### src/hdl/afs_lrc_pkg.sv
package afs_lrc_pkg;

  // Line buffer and length counter limits
  localparam int LINE_MAX = 14;
  localparam logic [4:0] LINE_LEN_SAT = 5'd15;
  localparam logic [4:0] LINE_LEN_GOOD = 5'd13;
  localparam logic [4:0] LINE_LEN_WITH_CR = 5'd14;

  // Highest channel number that the slave serves (at most four exist)
  localparam logic [6:0] NUM_CHANNELS = 7'd4;

  // Characters
  localparam logic [7:0] CHAR_LF = 8'h0A;
  localparam logic [7:0] CHAR_CR = 8'h0D;
  localparam logic [7:0] CHAR_COLON = 8'h3A;
  localparam logic [7:0] CHAR_ZERO = 8'h30;
  localparam logic [7:0] CHAR_NINE = 8'h39;

  // Reply words
  localparam logic [31:0] WORD_FF00 = 32'h4646_3030;
  localparam logic [31:0] WORD_0000 = 32'h3030_3030;

  // Command codes
  localparam logic [6:0] CMD_READ_COIL = 7'd1;
  localparam logic [6:0] CMD_READ_INPUT = 7'd2;
  localparam logic [6:0] CMD_WRITE_COIL = 7'd5;
  localparam logic [6:0] CMD_READ_ANALOG = 7'd6;
  localparam logic [6:0] CMD_WRITE_ANALOG = 7'd7;

  // Frame status codes
  localparam logic [2:0] ST_ANSWERED = 3'd0;
  localparam logic [2:0] ST_BAD_LENGTH = 3'd1;
  localparam logic [2:0] ST_BAD_START = 3'd2;
  localparam logic [2:0] ST_BAD_LRC = 3'd3;
  localparam logic [2:0] ST_OTHER_SLAVE = 3'd4;
  localparam logic [2:0] ST_BAD_COMMAND = 3'd5;
  localparam logic [2:0] ST_BAD_CHANNEL = 3'd6;

  // Reset values
  localparam logic [7:0] SLAVE_ADDRESS_RESET = 8'd3;
  localparam logic [3:0] COIL_LEVELS_RESET = 4'hF;
  localparam logic [7:0] ANALOG_LEVEL_RESET = 8'hFF;

  typedef struct packed {
    logic [7:0] rx_char;
    logic [3:0] digital_inputs;
    logic [9:0] analog_in_one;
    logic [9:0] analog_in_two;
    logic [9:0] analog_in_three;
    logic [9:0] analog_in_four;
  } in_item_t;

  typedef struct packed {
    logic [2:0] frame_status;
    logic [6:0] command_code;
    logic [6:0] channel_number;
    logic [31:0] reply_data;
    logic [3:0] coil_drive;
    logic [7:0] analog_drive;
  } out_item_t;

  // Hex digit value, letters taken as c - 55, wraps like an 8-bit byte
  function automatic logic [7:0] nibble_of(input logic [7:0] c);
    return (c > CHAR_NINE) ? (c - 8'd55) : (c - 8'd48);
  endfunction

  // Byte from two hex characters, modulo 256
  function automatic logic [7:0] hex_byte(input logic [7:0] hi, input logic [7:0] lo);
    logic [7:0] hn;
    hn = nibble_of(hi);
    return {hn[3:0], 4'b0000} + nibble_of(lo);
  endfunction

  function automatic logic is_dec(input logic [7:0] c);
    return (c >= CHAR_ZERO) && (c <= CHAR_NINE);
  endfunction

  // Value of a decimal character, 0 for anything else
  function automatic logic [3:0] dec_or_zero(input logic [7:0] c);
    logic [7:0] d;
    d = c - CHAR_ZERO;
    return is_dec(c) ? d[3:0] : 4'd0;
  endfunction

  // Two decimal characters as a number 0..99
  function automatic logic [6:0] two_digits(input logic [7:0] hi, input logic [7:0] lo);
    logic [7:0] h;
    logic [7:0] l;
    h = hi - CHAR_ZERO;
    l = lo - CHAR_ZERO;
    return ({h[3:0], 3'b000} - 7'd0) + {2'b00, h[3:0], 1'b0} + {3'b000, l[3:0]};
  endfunction

endpackage

### src/hdl/ascii_frame_slave_with_lrc.sv
// Channel   Handshake              Payload
// in        in_valid / in_stall    in_item  (afs_lrc_pkg::in_item_t)
// out       out_valid / out_stall  out_item (afs_lrc_pkg::out_item_t)
// cfg       cfg_we                 cfg_wdata (slave address)
//
// One character per cycle while in_stall is low. A character is held in an
// input register, then added to the line buffer or, for LF, checked and
// answered into the output register, which raises out_valid.
// Synchronous active-high reset empties the line and turns all coils off.
// in_stall rises only while an LF waits for a stalled output register.
module ascii_frame_slave_with_lrc (
  input  logic                   clk,
  input  logic                   rst,
  input  logic                   in_valid,
  output logic                   in_stall,
  input  afs_lrc_pkg::in_item_t  in_item,
  output logic                   out_valid,
  input  logic                   out_stall,
  output afs_lrc_pkg::out_item_t out_item,
  input  logic                   cfg_we,
  input  logic [7:0]             cfg_wdata
);

  // Input register
  logic                  held_valid;
  afs_lrc_pkg::in_item_t held;

  // Block state
  logic [7:0] line_chars [afs_lrc_pkg::LINE_MAX];
  logic [4:0] line_length;
  logic [3:0] coil_levels;
  logic [3:0] coil_levels_next;
  logic [7:0] analog_level;
  logic [7:0] analog_level_next;
  logic [7:0] slave_address;

  // Handshake
  logic held_is_lf;
  logic out_free;
  logic advance;
  logic take_in;
  logic answer;

  // Frame checks
  logic        len_ok;
  logic [7:0]  lrc_sum;
  logic [7:0]  lrc_calc;
  logic        cmd_dec;
  logic        chan_dec;
  logic [6:0]  cmd_val;
  logic [6:0]  chan_val;
  logic        cmd_known;
  logic        chan_ok;
  logic [1:0]  bit_sel;
  logic [31:0] data_word;

  // Decimal conversion of an analog sample
  logic [9:0]  ain_sel;
  logic [17:0] q10_prod;
  logic [15:0] q100_prod;
  logic [6:0]  q10;
  logic [3:0]  q100;
  logic        q1000;
  logic [9:0]  d0_full;
  logic [6:0]  d1_full;
  logic [3:0]  d2_full;
  logic [31:0] analog_word;

  // Value written to the analog output
  logic [13:0] wr_value;

  afs_lrc_pkg::out_item_t result;

  assign held_is_lf = (held.rx_char == afs_lrc_pkg::CHAR_LF);
  assign out_free   = !out_valid || !out_stall;
  assign advance    = held_valid && (!held_is_lf || out_free);
  assign answer     = held_valid && held_is_lf && out_free;
  assign in_stall   = held_valid && !advance;
  assign take_in    = in_valid && !in_stall;

  // Capture the incoming request
  always_ff @(posedge clk) begin
    if (rst) begin
      held_valid <= 1'b0;
    end else if (take_in) begin
      held_valid <= 1'b1;
    end else if (advance) begin
      held_valid <= 1'b0;
    end
    if (take_in) begin
      held <= in_item;
    end
  end

  // Configuration register
  always_ff @(posedge clk) begin
    if (rst) begin
      slave_address <= afs_lrc_pkg::SLAVE_ADDRESS_RESET;
    end else if (cfg_we) begin
      slave_address <= cfg_wdata;
    end
  end

  // Collect characters; drop those past the buffer, restart the line at LF
  always_ff @(posedge clk) begin
    if (rst) begin
      line_length <= 5'd0;
    end else if (advance) begin
      if (held_is_lf) begin
        line_length <= 5'd0;
      end else if (line_length < afs_lrc_pkg::LINE_LEN_SAT) begin
        line_length <= line_length + 5'd1;
      end
    end
    if (advance && !held_is_lf && (line_length < 5'(afs_lrc_pkg::LINE_MAX))) begin
      line_chars[line_length[3:0]] <= held.rx_char;
    end
  end

  // Field decode
  always_comb begin
    len_ok = (line_length == afs_lrc_pkg::LINE_LEN_GOOD) ||
             ((line_length == afs_lrc_pkg::LINE_LEN_WITH_CR) &&
              (line_chars[13] == afs_lrc_pkg::CHAR_CR));
    lrc_sum = afs_lrc_pkg::hex_byte(line_chars[1], line_chars[2]) +
              afs_lrc_pkg::hex_byte(line_chars[3], line_chars[4]) +
              afs_lrc_pkg::hex_byte(line_chars[5], line_chars[6]) +
              afs_lrc_pkg::hex_byte(line_chars[7], line_chars[8]) +
              afs_lrc_pkg::hex_byte(line_chars[9], line_chars[10]);
    lrc_calc = ~lrc_sum + 8'd1;
    cmd_dec  = afs_lrc_pkg::is_dec(line_chars[3]) && afs_lrc_pkg::is_dec(line_chars[4]);
    chan_dec = afs_lrc_pkg::is_dec(line_chars[5]) && afs_lrc_pkg::is_dec(line_chars[6]);
    cmd_val  = afs_lrc_pkg::two_digits(line_chars[3], line_chars[4]);
    chan_val = afs_lrc_pkg::two_digits(line_chars[5], line_chars[6]);
    cmd_known = (cmd_val == afs_lrc_pkg::CMD_READ_COIL) ||
                (cmd_val == afs_lrc_pkg::CMD_READ_INPUT) ||
                (cmd_val == afs_lrc_pkg::CMD_WRITE_COIL) ||
                (cmd_val == afs_lrc_pkg::CMD_READ_ANALOG) ||
                (cmd_val == afs_lrc_pkg::CMD_WRITE_ANALOG);
    chan_ok = (chan_val >= 7'd1) && (chan_val <= afs_lrc_pkg::NUM_CHANNELS) &&
              (chan_val <= 7'd4) &&
              !((cmd_val == afs_lrc_pkg::CMD_WRITE_ANALOG) && (chan_val != 7'd1));
    bit_sel   = chan_val[1:0] - 2'd1;
    data_word = {line_chars[7], line_chars[8], line_chars[9], line_chars[10]};
  end

  // Sample to four decimal digits: reciprocal multiplies, then subtract back
  always_comb begin
    case (bit_sel)
      2'd0:    ain_sel = held.analog_in_one;
      2'd1:    ain_sel = held.analog_in_two;
      2'd2:    ain_sel = held.analog_in_three;
      default: ain_sel = held.analog_in_four;
    endcase
    q10_prod  = {8'd0, ain_sel} * 18'd205;
    q100_prod = {6'd0, ain_sel} * 16'd41;
    q10   = q10_prod[17:11];
    q100  = q100_prod[15:12];
    q1000 = (ain_sel >= 10'd1000);
    d0_full = ain_sel - ({q10, 3'b000} - 10'd0) - {2'b00, q10, 1'b0};
    d1_full = q10 - {q100, 3'b000} - {2'b00, q100, 1'b0};
    d2_full = q100 - (q1000 ? 4'd10 : 4'd0);
    analog_word = {afs_lrc_pkg::CHAR_ZERO + {7'd0, q1000},
                   afs_lrc_pkg::CHAR_ZERO + {4'd0, d2_full},
                   afs_lrc_pkg::CHAR_ZERO + {1'b0, d1_full},
                   afs_lrc_pkg::CHAR_ZERO + {4'd0, d0_full[3:0]}};
  end

  // Four data characters as a decimal value
  always_comb begin
    wr_value = 14'(afs_lrc_pkg::dec_or_zero(line_chars[7])) * 14'd1000 +
               14'(afs_lrc_pkg::dec_or_zero(line_chars[8])) * 14'd100 +
               14'(afs_lrc_pkg::dec_or_zero(line_chars[9])) * 14'd10 +
               14'(afs_lrc_pkg::dec_or_zero(line_chars[10]));
  end

  // Check the line in priority order and execute the command
  always_comb begin
    result = '0;
    coil_levels_next  = coil_levels;
    analog_level_next = analog_level;
    if (!len_ok) begin
      result.frame_status = afs_lrc_pkg::ST_BAD_LENGTH;
    end else if (line_chars[0] != afs_lrc_pkg::CHAR_COLON) begin
      result.frame_status = afs_lrc_pkg::ST_BAD_START;
    end else if (lrc_calc != afs_lrc_pkg::hex_byte(line_chars[11], line_chars[12])) begin
      result.frame_status = afs_lrc_pkg::ST_BAD_LRC;
    end else if (afs_lrc_pkg::hex_byte(line_chars[1], line_chars[2]) != slave_address) begin
      result.frame_status = afs_lrc_pkg::ST_OTHER_SLAVE;
    end else if (!cmd_dec) begin
      result.frame_status = afs_lrc_pkg::ST_BAD_COMMAND;
    end else if (!cmd_known) begin
      result.frame_status = afs_lrc_pkg::ST_BAD_COMMAND;
      result.command_code = cmd_val;
    end else if (!chan_dec) begin
      result.frame_status = afs_lrc_pkg::ST_BAD_CHANNEL;
      result.command_code = cmd_val;
    end else if (!chan_ok) begin
      result.frame_status   = afs_lrc_pkg::ST_BAD_CHANNEL;
      result.command_code   = cmd_val;
      result.channel_number = chan_val;
    end else begin
      result.frame_status   = afs_lrc_pkg::ST_ANSWERED;
      result.command_code   = cmd_val;
      result.channel_number = chan_val;
      unique case (cmd_val)
        afs_lrc_pkg::CMD_READ_COIL: begin
          result.reply_data = coil_levels[bit_sel] ? afs_lrc_pkg::WORD_0000
                                                   : afs_lrc_pkg::WORD_FF00;
        end
        afs_lrc_pkg::CMD_READ_INPUT: begin
          result.reply_data = held.digital_inputs[bit_sel] ? afs_lrc_pkg::WORD_FF00
                                                           : afs_lrc_pkg::WORD_0000;
        end
        afs_lrc_pkg::CMD_WRITE_COIL: begin
          result.reply_data = data_word;
          coil_levels_next[bit_sel] = (data_word != afs_lrc_pkg::WORD_FF00);
        end
        afs_lrc_pkg::CMD_READ_ANALOG: begin
          result.reply_data = analog_word;
        end
        default: begin
          result.reply_data = data_word;
          analog_level_next = (wr_value > 14'd255) ? 8'hFF : wr_value[7:0];
        end
      endcase
    end
    result.coil_drive   = coil_levels_next;
    result.analog_drive = analog_level_next;
  end

  // Commit outputs and state when an LF is answered
  always_ff @(posedge clk) begin
    if (rst) begin
      out_valid    <= 1'b0;
      coil_levels  <= afs_lrc_pkg::COIL_LEVELS_RESET;
      analog_level <= afs_lrc_pkg::ANALOG_LEVEL_RESET;
    end else if (answer) begin
      out_valid    <= 1'b1;
      coil_levels  <= coil_levels_next;
      analog_level <= analog_level_next;
    end else if (!out_stall) begin
      out_valid <= 1'b0;
    end
    if (answer) begin
      out_item <= result;
    end
  end

  // Checks
  a_len_bound: assert property (@(posedge clk) disable iff (rst)
    line_length <= afs_lrc_pkg::LINE_LEN_SAT)
    else $error("line length above saturation");

  a_lf_clears_len: assert property (@(posedge clk) disable iff (rst)
    answer |=> line_length == 5'd0)
    else $error("line length not cleared after LF");

  a_result_from_lf: assert property (@(posedge clk) disable iff (rst)
    $rose(out_valid) |-> $past(held_valid && held_is_lf))
    else $error("result without LF");

  a_drive_matches: assert property (@(posedge clk) disable iff (rst)
    out_valid |-> (out_item.coil_drive == coil_levels) &&
                  (out_item.analog_drive == analog_level))
    else $error("shown drive differs from output state");

endmodule

### config.mk
export PLATFORM = sky130hd
export DESIGN_NAME = ascii_frame_slave_with_lrc
export DESIGN_NICKNAME = d
export VERILOG_FILES = /design/src/hdl/afs_lrc_pkg.sv /design/src/hdl/ascii_frame_slave_with_lrc.sv
export SDC_FILE = /design/constraint.sdc
export NUM_CORES = 1
export LEC_CHECK = 0
export ABC_AREA = 1
export BUFFER_PORTS_ARGS = -buffer_cell sky130_fd_sc_hd__buf_2
export CAP_MARGIN = 0
export CORE_UTILIZATION = 62
export DETAILED_ROUTE_END_ITERATION = 6
export PLACE_DENSITY = 0.81
export SLEW_MARGIN = 15
export SYNTH_ARGS = -nofsm -noshare
export SYNTH_HDL_FRONTEND = slang
export SYNTH_SLANG_ARGS = --single-unit
### constraint.sdc
create_clock -name clk -period 8.1 [get_ports clk]
set_clock_uncertainty 0.05 [all_clocks]
set_input_delay 0.81 -clock clk [delete_from_list [all_inputs] [get_ports clk]]
set_output_delay 0.81 -clock clk [all_outputs]
set_load 0.02 [all_outputs]
== Word level (Yosys, flattened, before mapping) ==
Memory sizes are Yosys's and may differ from the RTL's.
Index checks and enable logic that the tools add are counted.
Word-level totals
  output and inout port bits: 63
  bits in registers: 140
  RAM bits: 112
  word-level logic and storage cells: 244
  memories: 1
  bits of input ports: 65
Memories
  line_chars: depth 14, bits a word 8, rd ports 14, clocked after Yosys merged registers in 0, write ports 1, line ascii_frame_slave_with_lrc.sv:29  | logic [7:0] line_chars [afs_lrc_pkg::LINE_MAX];
Cells by class
  add/subtract/negate cells: 53
  magnitude comparators: 36
  equal/unequal tests: 17
  reductions and logical operators: 45
  multiplexer cells: 62
  multiply operators: 5
  bitwise operators: 6
Operators by type and width (count)
  two-way mux 8 bit: 16
  greater-than comparator 8 x 6 -> 1 bit (second input constant): 12
  case mux 32 bit (3 select lines): 1
  subtractor 8 x 6 -> 8 bit (second input constant): 12
  adder 8 bit: 10
  two-way mux 4 bit: 20
  greater-or-equal comparator 8 x 6 -> 1 bit (second input constant): 8
  less-or-equal comparator 8 x 6 -> 1 bit (second input constant): 8
  two-way mux 31 bit: 2
  inequality test 32 x 31 -> 1 bit (second input constant): 1
  case mux 10 bit (3 select lines): 1
  subtractor 4 x 1 -> 4 bit (second input constant): 6
  subtractor 4 x 3 -> 4 bit (second input constant): 6
  logical AND 1 bit: 23
  equality test 7 x 3 -> 1 bit (second input constant): 3
  two-way mux 10 bit: 2
  multiplier 10 x 8 -> 18 bit (second input constant): 1
  two-way mux 17 bit: 1
  equality test 8 x 4 -> 1 bit (second input constant): 2
  multiplier 10 x 6 -> 16 bit (second input constant): 1
  inequality test 8 bit: 2
  adder 14 x 11 -> 14 bit: 1
  adder 14 x 4 -> 14 bit: 1
  adder 14 x 8 -> 14 bit: 1
  48 further kinds: 83

== Logic depth before layout (Yosys ltp) ==
Gate-level depths: netlist of run 1.
An unclocked memory read counts as a cell.
  depth after elaboration: 19
  gate-level depth with buffers: 41
  depth with buffers taken out: 40

== Worst setup path before layout of run 1 ==
Ideal clock, no wire load.
  path kind: reg2reg
  start point: memory line_chars[5][0]
  end point: register out_item[25] in the netlist's numbering (data pin)
  path buffers: 1
  required time: 7795 ps
  stages on the path, launching flop included: 33
  clock period less this slack: 7177 ps
  data arrival time: 6873 ps
  library setup time: 255 ps
  setup slack: 923 ps
  cells stage by stage: edfxtp_1 ha_1 inv_1 ha_1 inv_1 clkbuf_1 nor2_1 a31oi_1 ha_1 inv_1 fa_1 fa_1 inv_1 fa_1 ha_1 a21oi_1 o211ai_1 nand2_1 o21ai_0 a21o_1 xnor2_1 fa_1 inv_1 ha_1 inv_1 o21ai_0 a21oi_1 nand3_1 and2_1 ha_1 o21ai_0 a21oi_1 nor2_1
RTL lines
  start, declared: line ascii_frame_slave_with_lrc.sv:29
  end signal, assigned: line ascii_frame_slave_with_lrc.sv:246  | out_item <= result;
  end, declared: line ascii_frame_slave_with_lrc.sv:19  | output afs_lrc_pkg::out_item_t out_item,

==> summary.md, run 1 <==
| Metric | Value |
|---|---|
| Setup TNS | `0 ns` |
| Initial Util | `62.9%` |
| EDFF count, synth | `225` |
| Final Hold Violating Endpoints | `0` |
| Setup violations, final | `0` |
| VDD IR-drop max | `206 uV` |
| Critical path capture point type | `flip-flop` |
| CTS Hold Bufs | `0` |
| Area growth, synth to finish | `11.4%` |
| Flop2flop setup slack | `about 0.47 ns` |
| CTS root buffer | `clkbuf_16` |
| Synthesized net count | `around 2400` |
| Layout net count | `roughly 2500` |
| Top cells by count, synth | `nand2_1, inv_1, ha_1` |
| Antenna viol nets, final | `0` |
| Die area | `0.0307 mm^2` |
| Vias | `14354` |
| Rows | `between 60 and 70` |
| Dpl hpwl | `approximately 36000 um` |
| LEAKAGE | `between 10 and 15 nW` |
| Worst Hold Launch | `in_item[46]` |
| Post-synth top area share | `about 36%` |
| Min cycle time layout | `roughly 7.6 ns` |
| Antenna violations before repair | `1` |
| Worst min path class | `input port to flip-flop` |
| Core Area | `between 0.02 and 0.03 mm^2` |
| Status | `complete, no violations` |
| Startpoint Class | `flip-flop` |
| Crit share post-route | `a little over nine tenths` |
| Seq/Total Area, Yosys | `about two fifths` |
| Die H | `approximately 180 um` |
| CTS tree | `done` |
| CP max stage cell | `fa_1` |
| CP max stage delay | `0.54 ns` |
| Placed cell count | `around 2500` |
| Share of cells above drive strength 1 | `between 10% and 20%` |
| Main synth FF type | `edfxtp_1` |
| Relative slew slack | `between 20% and 30%` |
| Maximum clock insertion buffer count | `3` |
| Num ports | `approximately 130` |
| Fmax | `131 MHz` |
| Avg Cell Area, Syn | `approximately 9.4 um^2` |
| PD cells | `169 mW/mm^2` |
| Largest net degree at the start of global routing | `67` |
| Netlist cell types | `56` |
| CTS Sinks | `252` |
| Synth area leaders | `edfxtp_1, ha_1, fa_1, nand2_1, inv_1` |
| First-pass DRT Iterations | `7` |
| Leading area contributor after synthesis | `edfxtp_1` |
| DR WL/cell | `about 18 um` |
| Critical path arrival | `7.88 ns` |
| Worst reg2reg startpoint | `line_chars[5][0]$_DFFE_PP_` |
| H-tree depth | `1` |
| Worst slew pin tran | `between 1 and 1.5 ns` |
| Fin cells | `2551` |
| Worst Setup SP | `line_chars[5][0]$_DFFE_PP_` |
| RSZ-0062 raised after global routing | `no` |
| Number of buffers created by CTS | `27` |
| Critical path type | `flip-flop to flip-flop` |
| Post-Syn Instances | `between 1500 and 2000` |
| Ys Warns | `0` |
| Worst skew pair latency | `approximately 0.56 ns` |
| Max-slew violation count | `0` |
| Max cap viols | `0` |
| Global-route wire length before repair | `roughly 72000 um` |
| Final wirelength | `approximately 46000 um` |
| Critical Path Fanout Max | `8` |
| Vias in the first global route | `14244` |
| Post-synth ARST share | `0%` |
| Die Width | `175 um` |
| # DRC | `0` |
| DR vias/cell | `5.63` |
| Routability congestion estimate | `slightly above 0.9` |
| DR iter-0 viols | `roughly 1100` |
| CP required | `~8.4 ns` |
| FF+latch count, synth | `between 200 and 300` |
| GRT Total Usage | `between 30 and 40%` |
| Post-Syn Area | `0.0186 mm^2` |
| Most frequent cell after synthesis | `nand2_1` |
| Global route overflow | `0` |
| PortBufs | `approximately 130` |
| Worst-path clk slew | `around 0.060 ns` |
[area by class of cell]
type | instances | area [um^2]
diodes | 1 | 2.50
flip-flops and latches | 252 | 7300
clock buffers | 39 | 793
fillers | 2221 | 8870
repair buffers | 142 | 748
well taps | 390 | 488
multi-input cells | 1371 | 9930
repair inverters | 1 | 5.00
clock inverters | 11 | 135
inverters | 344 | 1300
[power breakdown]
group / internal, W / switching, W / total (W)
combinational: 0.000293 / 0.000454 / 0.000747
clock: 0.000751 / 0.000530 / 0.00128
sequential: 0.00145 / 0.0000311 / 0.00148
total: 0.00249 / 0.00102 / 0.00351
[registers in the layout, indices dropped and copies added (netlist names)]
name	cells
line_chars	112
out_item	61
held	52
analog_level	8
slave_address	8
line_length	5
coil_levels	4
held_valid	1
out_valid	1
[layout by cell type (no fill, tap or decap), types with 5 or more instances in the layout]
cell	count
nand2_1	355
inv_1	332
ha_1	232
edfxtp_1	225
nor2_1	160
buf_2	127
nand3_1	98
a21oi_1	90
fa_1	76
xor2_1	75
o21ai_0	58
nand4_1	29
nor3_1	29
clkbuf_16	29
dfxtp_1	27
xnor2_1	25
buf_4	15
or2_2	12
a21oi_2	11
inv_2	9
nor3_2	9
nand3b_1	8
o21ai_1	8
and2_1	8
o21bai_1	7
a21o_1	7
clkbuf_1	7
a31oi_1	6
nor4_1	6
o22ai_1	6
nand2_2	5
nor2_2	5
clkinvlp_4	5
a22o_1	5
[worst paths after layout]
path,end,cells after the start
max,out_item[25]$_SDFFCE_PP0P_,34
min,held[46]$_DFFE_PP_,1
max reg2reg,out_item[25]$_SDFFCE_PP0P_,34
min reg2reg,analog_level[5]$_SDFFE_PP1P_,2
[kinds of logic after synthesis]
family	share of synthesized area, %
simple gates	17.7
buf+inv	7.47
fa+ha+maj	23.9
flops	39.3
compound gates	6.87
xor+xnor	4.71
[routing by layer]
layer  wire, um  share of wire [%]  GRT usage, %
met3       3230                7.1          4.22
met1      18700                 41          38.9
met4       2020                4.4          12.0
met2      21700                 48          51.4
met5          0                  0             0
[worst max-delay path, delay by kind of cell, from the launching register on]
| family | cells | cell delay, ns |
|---|---|---|
| flops | 1 | 0.50 |
| compound gates | 9 | 1.28 |
| xor+xnor | 1 | 0.14 |
| simple gates | 7 | 0.92 |
| fa+ha+maj | 10 | 3.75 |
| buf+inv | 7 | 0.73 |
[timing repair]
action / 4_1_cts / 5_1_grt
gates resized for setup: 0 / 6
buffers inserted: 0 / 2
hold endpoints to repair: 0 / 0
endpoints found under the setup margin: 0 / 3
[metrics by stage]
step / hold slack [ns] / area [um^2] / util, % / setup WS (ns) / power [W]
floorplan: 0.392 / 18600 / - / 0.923 / 0.00205
detailed placement: 0.416 / 19700 / 66.7 / 0.313 / 0.00224
finish: 0.372 / 20700 / 70.0 / 0.468 / 0.00351
CTS: 0.360 / 20600 / 69.8 / 0.244 / 0.00351
global route: 0.363 / 20700 / 70.0 / 0.000657 / 0.00366
global placement: 0.403 / 19700 / 66.7 / 0.495 / 0.00222
(Power assumes the default switching activity.)
==> inputs of run 2 (changes only) <==
--- a/config.mk
+++ b/config.mk
@@ -5,12 +5,13 @@
 export SDC_FILE = /design/constraint.sdc
 export NUM_CORES = 1
 export LEC_CHECK = 0
-export ABC_AREA = 1
 export BUFFER_PORTS_ARGS = -buffer_cell sky130_fd_sc_hd__buf_2
 export CAP_MARGIN = 0
 export CORE_UTILIZATION = 62
+export CTS_CLUSTER_SIZE = 16
 export DETAILED_ROUTE_END_ITERATION = 6
-export PLACE_DENSITY = 0.81
+export GPL_ROUTABILITY_DRIVEN = 0
+export PLACE_DENSITY = 0.82
 export SLEW_MARGIN = 15
 export SYNTH_ARGS = -nofsm -noshare
 export SYNTH_HDL_FRONTEND = slang
==> summary.md, run 2 <==
| Metric | Value |
|---|---|
| Synth Area in Compound Gates | `8.95% (+2.1 points)` |
| H-tree depth | `1 (unchanged)` |
| Pwr Total | `0.00359 W (+2.4%)` |
| Post-synth top area share | `37.5% (+1.1 points)` |
| Crit share post-route | `97.2% (+3.0 points)` |
| Maximum clock insertion buffer count | `3 (unchanged)` |
| Startpoint Class | `flip-flop` |
| GRT Total Usage | `27.7% (-2.5 points)` |
| Final Hold Violating Endpoints | `0 (unchanged)` |
| Post-Syn Instances | `1602 (-19%)` |
| Fmax | `127 MHz (-3.1%)` |
| Antenna violations before repair | `0 (-1)` |
| Commonest non-fill, non-tap cell in the layout | `edfxtp_1` |
| Vias in the first global route | `12838 (-9.9%)` |
| Max cap viols | `0 (unchanged)` |
| Placed cell count | `2102 (-16%)` |
| Critical path capture point type | `flip-flop` |
| Global-route wire length before repair | `65000 um (-10%)` |
| PD cells | `177 mW/mm^2 (+4.2%)` |
| Largest register FFs | `112 (unchanged)` |
| Buf/Inv on CP | `5 (-2)` |
| Synth area leaders | `edfxtp_1, ha_1, fa_1, xnor2_1, inv_1` |
| Global route overflow | `0 (unchanged)` |
| Largest net degree at the start of global routing | `68 (+1.5%)` |
| Xor/xnor share of the synthesized area | `7.16% (+2.5 points)` |
| Critical path type | `flip-flop to flip-flop` |
| CP dominant cell by count | `inv_1` |
| FF+latch count, synth | `252 (unchanged)` |
| Crit-path leading delay family | `adder cells` |
| Worst min path class | `input port to flip-flop` |
| Layout net count | `2133 (-15%)` |
| Number of buffers created by CTS | `28 (+3.7%)` |
| Post-synthesis adder-cell area fraction | `24.7% (+0.72 points)` |
| Worst-path clk slew | `0.06 ns (about the same)` |
| CP max stage cell | `fa_1` |
| Min cycle time layout | `7.87 ns (+0.241 ns)` |
| Worst skew pair latency | `0.56 ns (about the same)` |
| CTS root buffer | `clkbuf_16` |
| Final wirelength | `41700 um (-8.9%)` |
| PortBufs | `127 (unchanged)` |
| Netlist cell types | `88 (+57%)` |
| Die area | `0.0298 mm^2 (-2.9%)` |
| Synth Area in Simple Gates | `11.2% (-6.5 points)` |
| Post-synthesis mux area share | `2.82% (+2.8 points)` |
| Most frequent cell after synthesis | `ha_1` |
| # DRC | `0 (unchanged)` |
| CTS tree | `done` |
| Post-synth ARST share | `0% (unchanged)` |
| Setup violations, final | `0 (unchanged)` |
| CTS Hold Bufs | `0 (unchanged)` |
| Seq/Total Area, Yosys | `40.4% (+1.2 points)` |
| Main synth FF type | `edfxtp_1` |
| Num ports | `128 (unchanged)` |
| Post-Syn Area | `0.0180 mm^2 (-2.9%)` |
| Rows | `62 (-1.6%)` |
| VDD IR-drop max | `183 uV (-11%)` |
| Antenna viol nets, final | `0 (unchanged)` |
| Synthesized net count | `1977 (-16%)` |
| Core Area | `0.0287 mm^2 (-2.9%)` |
| CP required | `8.46 ns (+0.11 ns)` |
| Dpl hpwl | `31400 um (-12%)` |
| Top cells by count, synth | `ha_1, edfxtp_1, inv_1` |
| DR WL/cell | `19.3 um (+7.5%)` |
| Critical Path Fanout Max | `12 (+4)` |
| Die Width | `173 um (-1.5%)` |
| Area growth, synth to finish | `12.8%` |
| LEAKAGE | `9.10 nW (-11%)` |
| CP max stage delay | `0.54 ns (about the same)` |
| Relative slew slack | `28.0% (+6.7 points)` |
| Vias | `12742 (-11%)` |
| Die H | `173 um (-1.5%)` |
| # fillers | `1988 (-10%)` |
| EDFF count, synth | `225 (unchanged)` |
| Worst slew pin tran | `1.05 ns (-0.128 ns)` |
| Avg Cell Area, Syn | `11.3 um^2 (+20%)` |
| Leading area contributor after synthesis | `edfxtp_1` |
| Initial Util | `62.9% (about the same)` |
| Most frequent cells in the layout | `edfxtp_1, ha_1, inv_1, buf_2, nor2_1` |
| DR iter-0 viols | `1114 (+1.5%)` |
| Fin cells | `2162 (-15%)` |
| Critical path arrival | `8.23 ns (+0.35 ns)` |
| First-pass DRT Iterations | `6 (-1)` |
| Status | `complete, no violations` |
| Main combinational cell family by area after synthesis | `adder cells` |
| DR vias/cell | `5.89 (+4.7%)` |
| Share of cells above drive strength 1 | `14.3% (+2.4 points)` |
| Inserted Diodes | `0 (-1)` |
| Ys Warns | `0 (unchanged)` |
| Max-slew violation count | `0 (unchanged)` |
| CTS Sinks | `252 (unchanged)` |
==> run 2: cell count changes after synthesis, sizes merged, moves of 15 or more <==
cell / before / now
nand4: 30 / 5
nand2b: 0 / 16
a21oi: 101 / 79
inv: 343 / 195
xor2: 75 / 40
xnor2: 25 / 96
nor2b: 0 / 15
nor2: 169 / 112
nand3: 99 / 21
nand2: 363 / 98
mux2i: 0 / 35
o21ai: 69 / 26
==> run 2: kinds of logic after synthesis <==
group / Yosys count
compound gates: 234
xor+xnor: 139
fa+ha+maj: 310
buf+inv: 224
flops: 252
mux: 46
simple gates: 397
==> run 2: final timing paths <==
path	startpoint	endpoint	slack (ns)	cells past startpoint
max reg2reg	line_chars[6][1]$_DFFE_PP_	out_item[27]$_SDFFCE_PP0P_	0.23	32
min reg2reg	analog_level[1]$_SDFFE_PP1P_	analog_level[1]$_SDFFE_PP1P_	0.46	2
max	line_chars[6][1]$_DFFE_PP_	out_item[27]$_SDFFCE_PP0P_	0.23	32
min	in_item[9]	held[9]$_DFFE_PP_	0.37	1
==> run 2: worst register-to-register path, delay by kind of cell, from the launching register on <==
| kind | cells | cell delay [ns] |
|---|---|---|
| adders and majority gates | 9 | 3.22 |
| and+or+nand+nor | 4 | 0.67 |
| AOI/OAI and AO/OA | 11 | 2.45 |
| buffers and inverters | 5 | 0.48 |
| DFF | 1 | 0.44 |
| xor gates and xnor gates | 3 | 0.41 |
==> run 2: power breakdown <==
| part | internal [W] | switching (W) | total (W) |
|---|---|---|---|
| registers | 0.00145 | 0.0000347 | 0.00148 |
| clock network | 0.000734 | 0.000511 | 0.00125 |
| logic | 0.000397 | 0.000469 | 0.000866 |
==> run 2: final cells by class <==
cell class / count / area (um^2) / area share [%]
clock buffers: 36 / 731 / 3.59
clock inverters: 14 / 175 / 0.861
inverters: 196 / 741 / 3.64
multi-input cells: 1126 / 10100 / 49.5
flip-flops and latches: 252 / 7300 / 35.9
well taps: 384 / 480 / 2.36
repair buffers: 154 / 851 / 4.18
==> run 2: per-stage QoR <==
| step | setup slack (ns) | area (um^2) | TNS (ns) | utilization (%) | hold WS (ns) |
|---|---|---|---|---|---|
| 2_1_floorplan | 0.193 | 18000 | 0 | - | 0.412 |
| 3_3_place_gp | -0.0425 | 19200 | -0.0529 | 66.9 | 0.439 |
| 3_5_place_dp | -0.300 | 19200 | -0.550 | 66.9 | 0.452 |
| 4_1_cts | 0.0241 | 20100 | 0 | 70.1 | 0.352 |
| 5_1_grt | -0.147 | 20300 | -0.228 | 70.9 | 0.355 |
| 6_report | 0.226 | 20300 | 0 | 70.9 | 0.369 |
==> run 2: repair_timing <==
action	in CTS	in global routing
buffers inserted	0	10
gates resized for setup	6	28
setup endpoints to repair	2	2
gates cloned	0	0
pin swaps	1	16
==> run 2: per-layer routing <==
metal / part of all wire (%) / vias up / GRT usage (%) / wire length [um]
met4: 3.8 / 0 / 10.7 / 1580
met1: 40 / 6151 / 34.8 / 16600
li1: - / 5946 / - / -
met5: 0 / - / 0 / 0
met2: 49 / 533 / 48.4 / 20400
met3: 7.3 / 112 / 4.02 / 3030
